File: src/hdl/dmbd_pkg.sv
// shared types, constants and helpers of the min-depth bin downsampler
// no dependencies
`default_nettype none

package dmbd_pkg;

    localparam int DEPTH_W       = 16;
    localparam int CELL_W        = 8;
    localparam int CFG_W         = 12;
    localparam int DST_CFG_W     = 9;
    localparam int CFG_IDX_W     = 2;
    localparam int DST_ROW_LIMIT = 256;
    localparam int FIFO_DEPTH    = 3;

    localparam logic [CFG_W-1:0]     SRC_WIDTH_RST  = 12'd640;
    localparam logic [CFG_W-1:0]     SRC_HEIGHT_RST = 12'd480;
    localparam logic [DST_CFG_W-1:0] DST_WIDTH_RST  = 9'd160;
    localparam logic [DST_CFG_W-1:0] DST_HEIGHT_RST = 9'd120;

    typedef enum logic [CFG_IDX_W-1:0] {
        REG_SRC_WIDTH  = 2'd0,
        REG_SRC_HEIGHT = 2'd1,
        REG_DST_WIDTH  = 2'd2,
        REG_DST_HEIGHT = 2'd3
    } t_reg_idx;

    typedef struct packed {
        logic [DEPTH_W-1:0] depth_sample;
        logic               frame_start;
    } t_in_item;

    typedef struct packed {
        logic [DEPTH_W-1:0] min_depth;
        logic [CELL_W-1:0]  cell_col;
        logic [CELL_W-1:0]  cell_row;
        logic               frame_done;
    } t_out_item;

    typedef struct packed {
        logic [DEPTH_W-1:0] run_min;
        logic               row_first;
        logic               row_last;
        logic [CELL_W-1:0]  cell_col;
        logic [CELL_W-1:0]  cell_row;
        logic               frame_done;
    } t_bin_evt;

    // zero means no valid depth
    function automatic logic [DEPTH_W-1:0] merge_min(input logic [DEPTH_W-1:0] a,
                                                     input logic [DEPTH_W-1:0] b);
        if (a == '0) begin
            return b;
        end else if (b == '0) begin
            return a;
        end else begin
            return (a < b) ? a : b;
        end
    endfunction

endpackage

`default_nettype wire

File: src/hdl/dmbd_out_fifo.sv
// three-entry result queue between the merge stage and the output channel
// uses dmbd_pkg
`default_nettype none

module dmbd_out_fifo (
    input  wire logic               i_clk,
    input  wire logic               i_rst_n,
    input  wire logic               i_push,
    input  wire dmbd_pkg::t_out_item i_data,
    input  wire logic               i_ready,
    output logic                    o_valid,
    output dmbd_pkg::t_out_item     o_data,
    output logic [1:0]              o_count
);

    dmbd_pkg::t_out_item r_mem [dmbd_pkg::FIFO_DEPTH];
    logic [1:0] r_wr_ptr, r_rd_ptr, r_count;
    logic       pop;

    function automatic logic [1:0] ptr_inc(input logic [1:0] p);
        return (p == 2'(dmbd_pkg::FIFO_DEPTH - 1)) ? 2'd0 : p + 2'd1;
    endfunction

    assign o_valid = (r_count != 2'd0);
    assign o_data  = r_mem[r_rd_ptr];
    assign o_count = r_count;
    assign pop     = o_valid && i_ready;

    always_ff @(posedge i_clk) begin
        if (i_push) begin
            r_mem[r_wr_ptr] <= i_data;
        end
    end

    always_ff @(posedge i_clk) begin
        if (!i_rst_n) begin
            r_wr_ptr <= '0;
            r_rd_ptr <= '0;
            r_count  <= '0;
        end else begin
            if (i_push) begin
                r_wr_ptr <= ptr_inc(r_wr_ptr);
            end
            if (pop) begin
                r_rd_ptr <= ptr_inc(r_rd_ptr);
            end
            r_count <= r_count + 2'(i_push) - 2'(pop);
        end
    end

endmodule

`default_nettype wire

File: config.mk
export PLATFORM = sky130hd
export DESIGN_NAME = dmbd_out_fifo
export DESIGN_NICKNAME = d
export VERILOG_FILES = /design/src/hdl/dmbd_pkg.sv /design/src/hdl/dmbd_out_fifo.sv
export SDC_FILE = /design/constraint.sdc
export NUM_CORES = 1
export LEC_CHECK = 0
export ABC_AREA = 0
export BUFFER_PORTS_ARGS = -buffer_cell sky130_fd_sc_hd__buf_2
export CORE_UTILIZATION = 57
export CTS_BUF_LIST = sky130_fd_sc_hd__clkbuf_8
export DETAILED_ROUTE_END_ITERATION = 10
export PLACE_DENSITY = 0.81
export SETUP_SLACK_MARGIN = 0.2
export SLEW_MARGIN = 20
export SYNTH_ARGS = -nofsm -noshare
export SYNTH_HDL_FRONTEND = slang
export SYNTH_SLANG_ARGS = --single-unit
File: constraint.sdc
create_clock -name i_clk -period 3.82 [get_ports i_clk]
set_input_delay 0.573 -clock i_clk [delete_from_list [all_inputs] [get_ports i_clk]]
set_output_delay 0.573 -clock i_clk [all_outputs]
set_load 0.03 [all_outputs]
==> summary.md <==
| Metric | Value |
|---|---|
| Status | finished clean |
| Antenna Violating Nets Remaining | 0 |
| Cell at the root of the clock tree | sky130_fd_sc_hd__clkbuf_8 |
| Mapped Cells | 247 |
| End point of the worst hold path | r_mem[2][31] |
| Initial antenna violation count | 0 |
| Nets in the synthesized netlist | 285 |
| Post-layout util | 68.3% |
| Number of nets in the finished design | 358 |
| Wirelength per Cell | 14.6 microns |
| Worst reg-to-reg setup slack | 2.07 ns |
| Largest stage delay on the critical path | 1.02 ns |
| Die boundary height | 86.2 microns |
| Proportion of power drawn by combinational gates | 10.6% |
| Routed vias/inst | 5.11 |
| Final setup viols | 0 |
| Sequence of cells on the critical path | mux2i_1 -> o21ai_1 -> buf_2 |
| Fin Setup TNS | 0 ns |
| Largest family of logic cells by synthesized area | multiplexers |
| Count of cell types in the netlist | 24 |
| Post-synthesis cell type with the largest combined area | sky130_fd_sc_hd__edfxtp_1 |
| Via count | 2152 |
| Basic-gate share of the synthesized area counting and, or, nand and nor cells | 5.24% |
| Post-CTS setup buffers | 0 |
| Post-synthesis sequential area ratio | 77.6% |
| Num CTS Buffers | 9 |
| Number of buffers on the longest clock path | 2 |
| Largest vdd supply drop | 0.283 mV |
| Kind of path behind the tightest hold check | input pin to flip-flop |
| Count of hold buffers inserted by post-cts repair | 0 |
| I/O pin count | 73 |
| Quantity of I/O buffers inserted on ports | 72 |
| Unrepaired setup endpoints after global routing | no |
| Start of the worst register-to-register path | r_wr_ptr[0] |
| CP Launch Type | flip-flop |
| GR Overflow Total | 0 |
| Areal power density over the cells | 506 nW/um^2 |
| Max-cap violations | 0 |
| Share of the synthesized area in compound gates (AO/OA/AOI/OAI) | 5.30% |
| Number of gates resized after CTS | 0 |
| Insertion delay to the later sink of the worst-skew pair | 0.35 ns |
| Ranking of synthesized cells by area | sky130_fd_sc_hd__edfxtp_1 74%, sky130_fd_sc_hd__mux2i_1 8.7%, sky130_fd_sc_hd__dfxtp_1 4.0% |
| Starting DRT DRC Count | 95 |
| Total net switching power | 0.570 mW |
| Mux contribution to synthesized area | 8.68% |
| Type of destination of the critical path | output pin |
| Post-detailed-routing wire length | 6130 microns |
| Via count of the first global-routing pass | 2102 |
| DRC Markers | 0 |
| Post-layout min period | 2.56 ns |
| Initial Util | 59.1% |
| Final design instance area without fill | 4670 sq um |
| Max H-tree Level | 3 |
| Detail Placement HPWL | 3710 microns |
| Worst Path Required | 3.25 ns |
| Mean instance size in the synthesized netlist | 16.3 sq um |
| Origin of the worst min-delay path | i_data[31] |
| Worst setup path class | flip-flop to output pin |
| Leak | 1.62 nW |
| Number of standard-cell rows in the floorplan | 30 |
| Post-Route Skew | 0.00484 ns |
| Total of warnings raised by yosys | 0 |
| Worst-path maximum fanout | 33 |
| Highest-delay cell along the critical path | sky130_fd_sc_hd__dfxtp_2 |
| Slew @ Worst Pin | 1.05 ns |
| Clock tree from TritonCTS | built |
| Overall Global Routing Usage | 18.1% |
| Clk pwr share | 31.5% |
| Hold Worst Slack | 0.415 ns |
| Share of the cycle needed by the critical path after routing | 67.0% |
| Portion of total power attributed to sequential cells | 57.8% |
| Clk slew on worst S/H paths | 0.09 ns |
| Switching share of power | 24.1% |
| Total chip power | 2.36 mW |
| CP Data Arrival Time | 1.99 ns |
| Wire length of the first global-routing pass | 9870 microns |
| Floorplan die width | 86.2 microns |
| Headroom to the max-slew limit | 29.8% |
| Flip-flop and latch count after synthesis | 107 |
| Capture instance of the worst register-to-register path | r_mem[1][2] |
| Number of antenna diodes | 0 |
| Number of pins with negative max-slew slack in the final report | 0 |
| Achievable clock frequency | 391 MHz |
| Cell depth of the worst hold path | 1 |
| Filler Cells Inserted | 510 |
| Netlist area before placement | 4040 sq um |
| Area enclosed by the die boundary | 7420 sq um |
| Endpoints failing hold | 0 |
| Number of detailed-route iterations in the first pass | 4 |
| Area of the core | 6830 sq um |
| Count of cells along the worst register-to-register path | 2 |
| Final estimated routing congestion in global placement | 0.697 |
| Adder and majority gate portion of the synthesized area | 0.310% |
| Pin count of the biggest net entering global routing | 67 |
| Clock sinks | 107 |
| Proportion of layout cells with a drive suffix above 1 | 29.8% |
| Placed standard-cell area | 4440 sq um |
| Parity-gate share of the synthesized area counting xor and xnor cells | 0% |
| Share of the synthesized area in the top cell type | 73.7% |
| Int Power | 1.79 mW |
| Layout-stage area growth over the synthesis result | 15.7% |
==> logic make-up after synthesis <==
family                     Yosys count
muxes                               35
and+or+nand+nor                     50
adders and majority gates            1
buffers and inverters               13
DFF                                107
AOI/OAI and AO/OA                   41
==> power by group through the flow <==
stage / sequential [mW] / clock (mW) / combinational, mW
3_5_place_dp: 1.40 / 0 / 0.254
4_1_cts: 1.37 / 0.757 / 0.255
5_1_grt: 1.37 / 0.806 / 0.273
3_3_place_gp: 1.39 / 0 / 0.249
6_report: 1.37 / 0.746 / 0.252
2_1_floorplan: 1.38 / 0 / 0.192
==> cells in the final DEF (no fill, tap or decap), types with 2 or more instances in the layout <==
cell / n
sky130_fd_sc_hd__bufinv_16: 2
sky130_fd_sc_hd__nor2_4: 2
sky130_fd_sc_hd__nand3_1: 2
sky130_fd_sc_hd__o21ai_1: 30
sky130_fd_sc_hd__nand2_1: 38
sky130_fd_sc_hd__buf_4: 2
sky130_fd_sc_hd__o21a_1: 2
sky130_fd_sc_hd__mux2i_1: 35
sky130_fd_sc_hd__buf_2: 72
sky130_fd_sc_hd__inv_6: 3
sky130_fd_sc_hd__edfxtp_1: 99
sky130_fd_sc_hd__o21ai_0: 8
sky130_fd_sc_hd__dfxtp_1: 6
sky130_fd_sc_hd__clkbuf_8: 9
==> through the flow <==
step,worst slack (ns),instances
finish,1.26,421
global route,1.06,421
CTS,1.19,421
detailed placement,1.60,405
global placement,1.61,405
floorplan,0.281,247
==> synthesized netlist by cell type <==
library cell               count
sky130_fd_sc_hd__nand3b_1      1
sky130_fd_sc_hd__nand3_1       2
sky130_fd_sc_hd__o21ai_2       1
sky130_fd_sc_hd__clkbuf_1      2
sky130_fd_sc_hd__buf_12        3
sky130_fd_sc_hd__and2_1        1
sky130_fd_sc_hd__buf_2         5
sky130_fd_sc_hd__nor2b_1       1
sky130_fd_sc_hd__ha_1          1
sky130_fd_sc_hd__buf_4         1
sky130_fd_sc_hd__dfxtp_1       8
sky130_fd_sc_hd__nand2_1      38
sky130_fd_sc_hd__inv_1         1
sky130_fd_sc_hd__o21ai_0       8
sky130_fd_sc_hd__o21a_1        2
sky130_fd_sc_hd__mux2i_1      35
sky130_fd_sc_hd__o21ai_1      30
sky130_fd_sc_hd__and2b_1       1
sky130_fd_sc_hd__edfxtp_1     99
sky130_fd_sc_hd__nor2_1        3
sky130_fd_sc_hd__nand2b_1      1
sky130_fd_sc_hd__buf_6         1
sky130_fd_sc_hd__nor3b_1       1
sky130_fd_sc_hd__or2_2         1
==> critical path: cells and delay by family (launching register included) <==
kind / cells / cell delay [ns]
buf+inv: 1 / 0.22
mux: 1 / 0.18
flops: 1 / 1.02
compound gates: 1 / 0.17
==> final cells by class <==
class | instances | area, sq um | share of cell area (%)
clock buffer | 9 | 124 | 2.65
clock inverter | 7 | 98.8 | 2.12
inverter | 1 | 3.75 | 0.0804
multi-input combinational | 127 | 808 | 17.3
sequential | 107 | 3140 | 67.2
tap | 96 | 120 | 2.57
timing repair buffer | 74 | 375 | 8.04
==> flip-flops by register name, indices dropped and copies added, names as in the netlist, named ones only <==
register  cells
r_wr_ptr      2
r_mem        99
o_count       2
r_rd_ptr      2
==> metal layers <==
metal	vias up	share of wire, %	wire [microns]	GRT usage [%]
met5	-	0	0	0
met4	0	1.6	101	6.82
met3	10	5.7	347	6.06
met2	56	51	3140	30.3
met1	1019	41	2540	22.0
li1	1067	-	-	-
==> how the worst max path moves through the flow <==
| stage | from | endpoint | slack [ns] | cells past startpoint |
|---|---|---|---|---|
| 2_1_floorplan | i_push | r_mem[0][0] | 0.28 | 1 |
| 3_3_place_gp | flip-flop | o_data[18] | 1.61 | 3 |
| 3_5_place_dp | flip-flop | o_data[25] | 1.60 | 3 |
| 4_1_cts | flip-flop | o_data[25] | 1.19 | 3 |
| 6_report | flip-flop | o_data[9] | 1.26 | 3 |
| 5_1_grt | flip-flop | o_data[18] | 1.06 | 3 |
(Power assumes the default switching activity.)
