## src/hdl/dmbd_pkg.sv

```systemverilog
// shared types, constants and helpers of the min-depth bin downsampler
// no dependencies
`default_nettype none

package dmbd_pkg;

    localparam int DEPTH_W       = 16;
    localparam int CELL_W        = 8;
    localparam int CFG_W         = 12;
    localparam int DST_CFG_W     = 9;
    localparam int CFG_IDX_W     = 2;
    localparam int DST_ROW_LIMIT = 256;
    localparam int FIFO_DEPTH    = 3;

    localparam logic [CFG_W-1:0]     SRC_WIDTH_RST  = 12'd640;
    localparam logic [CFG_W-1:0]     SRC_HEIGHT_RST = 12'd480;
    localparam logic [DST_CFG_W-1:0] DST_WIDTH_RST  = 9'd160;
    localparam logic [DST_CFG_W-1:0] DST_HEIGHT_RST = 9'd120;

    typedef enum logic [CFG_IDX_W-1:0] {
        REG_SRC_WIDTH  = 2'd0,
        REG_SRC_HEIGHT = 2'd1,
        REG_DST_WIDTH  = 2'd2,
        REG_DST_HEIGHT = 2'd3
    } t_reg_idx;

    typedef struct packed {
        logic [DEPTH_W-1:0] depth_sample;
        logic               frame_start;
    } t_in_item;

    typedef struct packed {
        logic [DEPTH_W-1:0] min_depth;
        logic [CELL_W-1:0]  cell_col;
        logic [CELL_W-1:0]  cell_row;
        logic               frame_done;
    } t_out_item;

    typedef struct packed {
        logic [DEPTH_W-1:0] run_min;
        logic               row_first;
        logic               row_last;
        logic [CELL_W-1:0]  cell_col;
        logic [CELL_W-1:0]  cell_row;
        logic               frame_done;
    } t_bin_evt;

    // zero means no valid depth
    function automatic logic [DEPTH_W-1:0] merge_min(input logic [DEPTH_W-1:0] a,
                                                     input logic [DEPTH_W-1:0] b);
        if (a == '0) begin
            return b;
        end else if (b == '0) begin
            return a;
        end else begin
            return (a < b) ? a : b;
        end
    endfunction

endpackage

`default_nettype wire

```

## src/hdl/dmbd_bin_track.sv

```systemverilog
// configuration registers, position counters, bin error accumulators, running minimum
// issues one bin event per finished column bin; uses dmbd_pkg
`default_nettype none

module dmbd_bin_track #(
    parameter int MAX_SRC_SIZE  = 2048,
    parameter int MAX_DST_WIDTH = 256,
    localparam int IDX_W = (MAX_DST_WIDTH > 1) ? $clog2(MAX_DST_WIDTH) : 1
) (
    input  wire logic                          i_clk,
    input  wire logic                          i_rst_n,
    input  wire logic                          i_cfg_we,
    input  wire logic [dmbd_pkg::CFG_IDX_W-1:0] i_cfg_idx,
    input  wire logic [dmbd_pkg::CFG_W-1:0]     i_cfg_data,
    input  wire logic                          i_accept,
    input  wire dmbd_pkg::t_in_item            i_item,
    output logic                               o_evt_valid,
    output dmbd_pkg::t_bin_evt                 o_evt,
    output logic      [IDX_W-1:0]              o_idx
);

    localparam int SZ_W = $clog2(MAX_SRC_SIZE + 1);
    localparam int CW   = $clog2(MAX_SRC_SIZE);
    localparam int XW   = (SZ_W > dmbd_pkg::CFG_W) ? SZ_W : dmbd_pkg::CFG_W;
    localparam int AW   = XW + 1;

    function automatic logic [SZ_W-1:0] clamp_src(input logic [dmbd_pkg::CFG_W-1:0] raw);
        logic [XW-1:0] v;
        v = XW'(raw);
        if (v == '0) begin
            return SZ_W'(1);
        end else if (v > XW'(MAX_SRC_SIZE)) begin
            return SZ_W'(MAX_SRC_SIZE);
        end else begin
            return v[SZ_W-1:0];
        end
    endfunction

    function automatic logic [SZ_W-1:0] clamp_dst(input logic [dmbd_pkg::DST_CFG_W-1:0] raw,
                                                  input logic [SZ_W-1:0] sz,
                                                  input int unsigned lim);
        logic [XW-1:0] v;
        logic [XW-1:0] hi;
        v  = XW'(raw);
        hi = (XW'(sz) < XW'(lim)) ? XW'(sz) : XW'(lim);
        if (v == '0) begin
            return SZ_W'(1);
        end else if (v > hi) begin
            return hi[SZ_W-1:0];
        end else begin
            return v[SZ_W-1:0];
        end
    endfunction

    logic [dmbd_pkg::CFG_W-1:0]     r_src_w, r_src_h;
    logic [dmbd_pkg::DST_CFG_W-1:0] r_dst_w, r_dst_h;
    logic [SZ_W-1:0]                r_sw, r_sh, r_dw, r_dh;
    logic [SZ_W-1:0]                n_sw, n_sh, n_dw, n_dh;

    logic [CW-1:0] r_in_col, r_in_row, r_bin_col, r_bin_row, r_col_err, r_row_err;
    logic [CW-1:0] n_in_col, n_in_row, n_bin_col, n_bin_row, n_col_err, n_row_err;
    logic [dmbd_pkg::DEPTH_W-1:0] r_run_min, n_run_min;

    logic [CW-1:0] e_in_col, e_in_row, e_bin_col, e_bin_row, e_col_err, e_row_err;
    logic [dmbd_pkg::DEPTH_W-1:0] e_run_min, rm;
    logic [AW-1:0] col_sum, row_sum;
    logic          row_end, frame_end, col_last, row_last, row_first;

    assign n_sw = clamp_src(r_src_w);
    assign n_sh = clamp_src(r_src_h);
    assign n_dw = clamp_dst(r_dst_w, n_sw, MAX_DST_WIDTH);
    assign n_dh = clamp_dst(r_dst_h, n_sh, dmbd_pkg::DST_ROW_LIMIT);

    always_ff @(posedge i_clk) begin
        if (!i_rst_n) begin
            r_src_w <= dmbd_pkg::SRC_WIDTH_RST;
            r_src_h <= dmbd_pkg::SRC_HEIGHT_RST;
            r_dst_w <= dmbd_pkg::DST_WIDTH_RST;
            r_dst_h <= dmbd_pkg::DST_HEIGHT_RST;
            r_sw    <= clamp_src(dmbd_pkg::SRC_WIDTH_RST);
            r_sh    <= clamp_src(dmbd_pkg::SRC_HEIGHT_RST);
            r_dw    <= clamp_dst(dmbd_pkg::DST_WIDTH_RST,
                                 clamp_src(dmbd_pkg::SRC_WIDTH_RST), MAX_DST_WIDTH);
            r_dh    <= clamp_dst(dmbd_pkg::DST_HEIGHT_RST,
                                 clamp_src(dmbd_pkg::SRC_HEIGHT_RST), dmbd_pkg::DST_ROW_LIMIT);
        end else begin
            if (i_cfg_we) begin
                unique case (dmbd_pkg::t_reg_idx'(i_cfg_idx))
                    dmbd_pkg::REG_SRC_WIDTH:  r_src_w <= i_cfg_data;
                    dmbd_pkg::REG_SRC_HEIGHT: r_src_h <= i_cfg_data;
                    dmbd_pkg::REG_DST_WIDTH:  r_dst_w <= i_cfg_data[dmbd_pkg::DST_CFG_W-1:0];
                    dmbd_pkg::REG_DST_HEIGHT: r_dst_h <= i_cfg_data[dmbd_pkg::DST_CFG_W-1:0];
                    default: ;
                endcase
            end
            r_sw <= n_sw;
            r_sh <= n_sh;
            r_dw <= n_dw;
            r_dh <= n_dh;
        end
    end

    always_comb begin
        // frame start restarts the position before the sample is counted
        e_in_col  = i_item.frame_start ? '0 : r_in_col;
        e_in_row  = i_item.frame_start ? '0 : r_in_row;
        e_bin_col = i_item.frame_start ? '0 : r_bin_col;
        e_bin_row = i_item.frame_start ? '0 : r_bin_row;
        e_col_err = i_item.frame_start ? '0 : r_col_err;
        e_row_err = i_item.frame_start ? '0 : r_row_err;
        e_run_min = i_item.frame_start ? '0 : r_run_min;

        rm        = dmbd_pkg::merge_min(e_run_min, i_item.depth_sample);
        col_sum   = AW'(e_col_err) + AW'(r_dw);
        row_sum   = AW'(e_row_err) + AW'(r_dh);
        row_end   = (AW'(e_in_col) + AW'(1)) >= AW'(r_sw);
        frame_end = (AW'(e_in_row) + AW'(1)) >= AW'(r_sh);
        col_last  = row_end || (col_sum >= AW'(r_sw));
        row_last  = frame_end || (row_sum >= AW'(r_sh));
        row_first = AW'(e_row_err) < AW'(r_dh);

        n_in_col  = e_in_col;
        n_in_row  = e_in_row;
        n_bin_col = e_bin_col;
        n_bin_row = e_bin_row;
        n_col_err = e_col_err;
        n_row_err = e_row_err;
        n_run_min = col_last ? '0 : rm;

        if (row_end) begin
            n_in_col  = '0;
            n_col_err = '0;
            n_bin_col = '0;
            if (frame_end) begin
                n_in_row  = '0;
                n_row_err = '0;
                n_bin_row = '0;
            end else begin
                n_in_row = e_in_row + CW'(1);
                if (row_sum >= AW'(r_sh)) begin
                    n_row_err = CW'(row_sum - AW'(r_sh));
                    n_bin_row = e_bin_row + CW'(1);
                end else begin
                    n_row_err = CW'(row_sum);
                end
            end
        end else begin
            n_in_col = e_in_col + CW'(1);
            if (col_sum >= AW'(r_sw)) begin
                n_col_err = CW'(col_sum - AW'(r_sw));
                n_bin_col = e_bin_col + CW'(1);
            end else begin
                n_col_err = CW'(col_sum);
            end
        end

        o_evt_valid      = i_accept && col_last;
        o_evt.run_min    = rm;
        o_evt.row_first  = row_first;
        o_evt.row_last   = row_last;
        o_evt.cell_col   = dmbd_pkg::CELL_W'(e_bin_col);
        o_evt.cell_row   = dmbd_pkg::CELL_W'(e_bin_row);
        o_evt.frame_done = row_end && frame_end;

        if (AW'(e_bin_col) >= AW'(MAX_DST_WIDTH)) begin
            o_idx = IDX_W'(MAX_DST_WIDTH - 1);
        end else begin
            o_idx = IDX_W'(e_bin_col);
        end
    end

    always_ff @(posedge i_clk) begin
        if (!i_rst_n) begin
            r_in_col  <= '0;
            r_in_row  <= '0;
            r_bin_col <= '0;
            r_bin_row <= '0;
            r_col_err <= '0;
            r_row_err <= '0;
            r_run_min <= '0;
        end else if (i_accept) begin
            r_in_col  <= n_in_col;
            r_in_row  <= n_in_row;
            r_bin_col <= n_bin_col;
            r_bin_row <= n_bin_row;
            r_col_err <= n_col_err;
            r_row_err <= n_row_err;
            r_run_min <= n_run_min;
        end
    end

endmodule

`default_nettype wire

```

## config.mk

```make
export PLATFORM = sky130hd
export DESIGN_NAME = dmbd_bin_track
export DESIGN_NICKNAME = d
export VERILOG_FILES = /design/src/hdl/dmbd_pkg.sv /design/src/hdl/dmbd_bin_track.sv
export SDC_FILE = /design/constraint.sdc
export NUM_CORES = 1
export LEC_CHECK = 0
export BUFFER_PORTS_ARGS = -buffer_cell sky130_fd_sc_hd__buf_4
export CAP_MARGIN = 30
export CORE_MARGIN = 2
export CORE_UTILIZATION = 62
export CTS_CLUSTER_SIZE = 16
export DETAILED_ROUTE_END_ITERATION = 8
export GPL_ROUTABILITY_DRIVEN = 0
export HOLD_SLACK_MARGIN = 0.1
export PLACE_DENSITY = 0.83
export RECOVER_POWER = 50
export SLEW_MARGIN = 15
export SYNTH_ARGS = -nofsm -noshare
export SYNTH_HDL_FRONTEND = slang
export SYNTH_SLANG_ARGS = --single-unit
```

## constraint.sdc

```tcl
create_clock -name i_clk -period 10 [get_ports i_clk]
set_clock_uncertainty 0.2 [all_clocks]
set_input_delay 2 -clock i_clk [delete_from_list [all_inputs] [get_ports i_clk]]
set_output_delay 2 -clock i_clk [all_outputs]
set_load 0.02 [all_outputs]
```

==> summary by stage <==
Setup path
The category of the critical setup timing path is in2out. STA classifies the critical path endpoint as an output pin. Data on the critical path is required at its endpoint by 7.80 ns. The start of the worst register-to-register path is r_in_col[0]$_SDFFE_PN0P_. The delay of the slowest cell on the worst path is 0.64 ns.

Of all nets on the critical path, the largest fanout is 78. The dominant delay contributor by cell family on the critical path is compound AO/OA/AOI/OAI gates. The signal on the critical path passes through buf_4 -> nor2b_1 -> ha_1 -> inv_1 -> a221oi_1 -> o31ai_1 -> a311oi_1 -> o21bai_1 -> a21oi_1 -> xnor2_1 -> ha_1 -> o211ai_1 -> o221a_2 -> o21a_1 -> and2_1 -> o21ai_0 -> buf_4. The critical-path cell with the highest stage delay is sky130_fd_sc_hd__buf_4. The launch point of the critical path is i_item[0]. STA classifies the critical path startpoint as an input pin. The endpoint arrival time on the critical path is 6.65 ns. The buffer and inverter count on the worst path is 3.

STA
The number of hold-slack violations in the final timing report came to 0. The worst path in the final design needs a cycle of 8.85 ns, including I/O delays and setup. Based on the critical path, the design can be clocked at up to 113 MHz.

Setup repair after global routing left no endpoint under its margin. The worst path meets setup with 1.15 ns of slack. The share of the clock period used by the worst path after layout is 88.5%. The actual transition at the worst max-transition pin is 2.55 ns.

The final max-slew violation count is 105. The post-route setup TNS is 0 ns. The worst pin sits at a relative slew slack of -69.7%. The number of failing setup endpoints in the final timing report is 0.

Clocking
Hold repair after CTS inserted 0 buffers. The tree built by TritonCTS fans out to 169 sinks. The CTS buffer count is 17.

Once the clock tree was built, the resizer swapped 0 gates to a different size. The post-CTS repair timing setup buffer count is 0. The clock-pin slew on the worst setup and hold paths is 0.07 ns. The number of H-tree levels is 4.

The maximum buffer depth of the clock tree is 2. The clock latency at the later pin of the worst-skew pair is 0.45 ns. TritonCTS built the clock tree.

The clock tree root buffer cell is sky130_fd_sc_hd__clkbuf_16.

Synthesis
By area the synthesized netlist is led by sky130_fd_sc_hd__dfxtp_1 (30%), sky130_fd_sc_hd__ha_1 (13%), sky130_fd_sc_hd__nand2_1 (5.8%). The share of the yosys chip area belonging to registers is 29.6%. The combined area of all synthesized cells is 0.0114 sq mm. Among all cell types in the netlist, the one instantiated most often is sky130_fd_sc_hd__nand2_1. In the synthesized netlist, the number of instances is 1406. For this run, the leading register cell type out of synthesis is sky130_fd_sc_hd__dfxtp_1. The share of synthesized area in the top cell type comes to 29.6%. The number of library cell types mapped by synthesis is 86. The mean instance size in the synthesized netlist is 8.13 sq um. The commonest cells after synthesis are sky130_fd_sc_hd__nand2_1 (177), sky130_fd_sc_hd__dfxtp_1 (169), sky130_fd_sc_hd__ha_1 (121), sky130_fd_sc_hd__inv_1 (98), sky130_fd_sc_hd__a21oi_1 (93). The number of enable-type register cells in the synthesized netlist is 0. The async set-or-reset flop fraction in the synthesized netlist is 0%. The largest area contributor in the synthesized netlist is sky130_fd_sc_hd__dfxtp_1.

The number of warnings issued by yosys is 0. Synthesis inferred 169 register bits.

Route
In the routed design, unresolved DRC markers number 0. Across all layers, the routed design uses 10.4k vias. In the routed layout, each cell is associated on average with a via count of 6.14.

In the final routing, the length of wire on met1 measures 12400 microns. Summed over all nets, wire length on met2 after detailed routing comes to 13500 microns. The first-pass detailed-route iteration total is 5. The sum of routed wire length over all layers is 28200 microns. The number of nets with antenna violations after routing is 0. The highest routed metal layer is met4. The initial DRC count is 778.

Dividing the detail-routed wire length by the instance count gives 16.6 microns. The met3 wire length is 1610 microns.

Pwr
The leakage power of the design is 5.48 nW. The relative contribution of the clock network to total power is 36.5%. The portion of total power attributed to sequential cells is 39.7%. The power share of the combinational group is 23.9%. Net switching is 32.0% of the power.

The power per cell area is 144 mW/mm^2. The post-route total power is 1.82 mW. The maximum vdd ir drop is 0.139 mV. For this design the total switching power over the nets is 582 uW. The internal power of the cells totals 1.24 mW.

Finish
The fill cell total of the finished layout is 1463. The share of layout cells above drive strength 1 is 10.9%. Once layout is complete, the utilization of the core stands at 70.3%.

The number of nets in the layout is 1618. 0 antenna diodes ended up in the layout. The layout-stage area growth over the synthesis result is 10.8%.

Global routing
The initial antenna violation count is 0. The total congestion overflow is 0. The global-route wire length before repair is 46600 microns. The number of global-route vias before repair came to 9907. Across every metal layer, demand over resource in global routing totals 28.6%.

Entering global routing, the biggest net connects 79 pins.

Floorplan
For this configuration, the core starts out at a cell density of 63.4%. The die outline area is 0.0195 sq mm. The top-level I/O count is 79. The initialized floorplan defines 49 standard-cell rows. The core region is 0.0180 sq mm. The die is 140 microns tall. Measured along the x axis, the die boundary spans 140 microns.

Placement
The count of buffers added on input and output ports is 78. At the placement stage, the worst setup path has a slack of 1.37 ns. Summed over all nets, the half-perimeter wirelength after detailed placement is 20100 microns.

Outcome
The checks that failed: max-capacitance violations, max-slew violations. The flow ran to the end, but the final reports show violations.

Run
The count of max-cap constraint violations is 2.

Worst hold path
The startpoint of the lowest-slack hold path is r_col_err[8]$_SDFFE_PN0P_. The tightest min-delay check is of the reg2reg type.
cells by family (layout without fill, tap and decap cells):
kind of cell / after synthesis / after routing / synth area share (%)
muxes: 38 / 38 / 3.55
xor gates and xnor gates: 51 / 51 / 3.91
AOI/OAI and AO/OA: 325 / 325 / 19.3
and+or+nand+nor: 538 / 538 / 23.9
adders and majority gates: 125 / 125 / 13.9
other: 1 / 6 / 0.0328
DFF: 169 / 169 / 29.6
buffers and inverters: 159 / 219 / 5.76
metrics by stage:
stage	cell area, sq um	cells	hold slack (ns)
3_3_place_gp	12100	1666	0.230
5_1_grt	12700	1700	0.273
3_5_place_dp	12100	1667	0.234
4_1_cts	12700	1699	0.250
2_1_floorplan	11500	1411	0.217
6_report	12700	1700	0.245
area by class of cell:
cell class	instances	area, sq um	share of cell area [%]
timing repair buffer	88	616	4.86
tap	229	287	2.26
inverter	99	372	2.93
clock inverter	13	154	1.22
sequential	169	3380	26.7
clock buffer	19	433	3.42
multi-input combinational	1083	7420	58.6
path summary, 6_finish.rpt:
kind              cells after the start                   endpoint  slack (ns)
hold / removal                        2  r_col_err[8]$_SDFFE_PN0P_        0.24
setup reg to reg                     14  r_bin_row[5]$_SDFFE_PN0P_        4.84
hold reg to reg                       2  r_col_err[8]$_SDFFE_PN0P_        0.24
setup / recovery                     17                  o_evt[17]        1.15
worst min-delay path, delay by kind of cell, from the launching register on:
| family | cells | cell delay, ns |
|---|---|---|
| compound gates | 1 | 0.05 |
| simple gates | 1 | 0.04 |
| flops | 1 | 0.32 |
flip-flops by register name, summed over array words and instances, names as in the netlist, 11 cells and up:
name,cells
r_src_w,12
r_in_row,11
r_src_h,12
r_dh,12
r_in_col,11
r_sw,12
r_run_min,16
r_sh,12
r_bin_col,11
r_dw,12
r_row_err,11
r_col_err,11
placed cells by master, fill, tap and decap left out, drive strengths merged, types with 7 or more instances in the layout:
master,n
a211oi,14
a21o,9
a21oi,93
a22o,25
a22oi,11
a31oi,7
and2,14
and3,25
and4,7
buf,74
clkbuf,33
dfxtp,169
ha,121
inv,104
mux2,20
mux2i,18
nand2,178
nand2b,26
nand3,61
nand4,8
nor2,68
nor2b,62
nor3,21
nor4,23
o211ai,28
o21a,9
o21ai,68
o31ai,11
or2,14
or3,10
xnor2,32
xor2,19
per-layer routing:
layer | global-route usage, % | vias up
met1 | 35.9 | 4908
met4 | 11.1 | 0
met3 | 4.92 | 72
met5 | 0 | -
li1 | - | 5093
met2 | 49.0 | 358
power groups by stage:
stage,clock network (mW),logic (mW),registers (mW)
finish,0.664,0.435,0.723
global route,0.698,0.474,0.725
CTS,0.672,0.430,0.722
detailed placement,0,0.425,0.737
global placement,0,0.415,0.736
floorplan,0,0.322,0.730
Power figures use the tool's default switching activity.
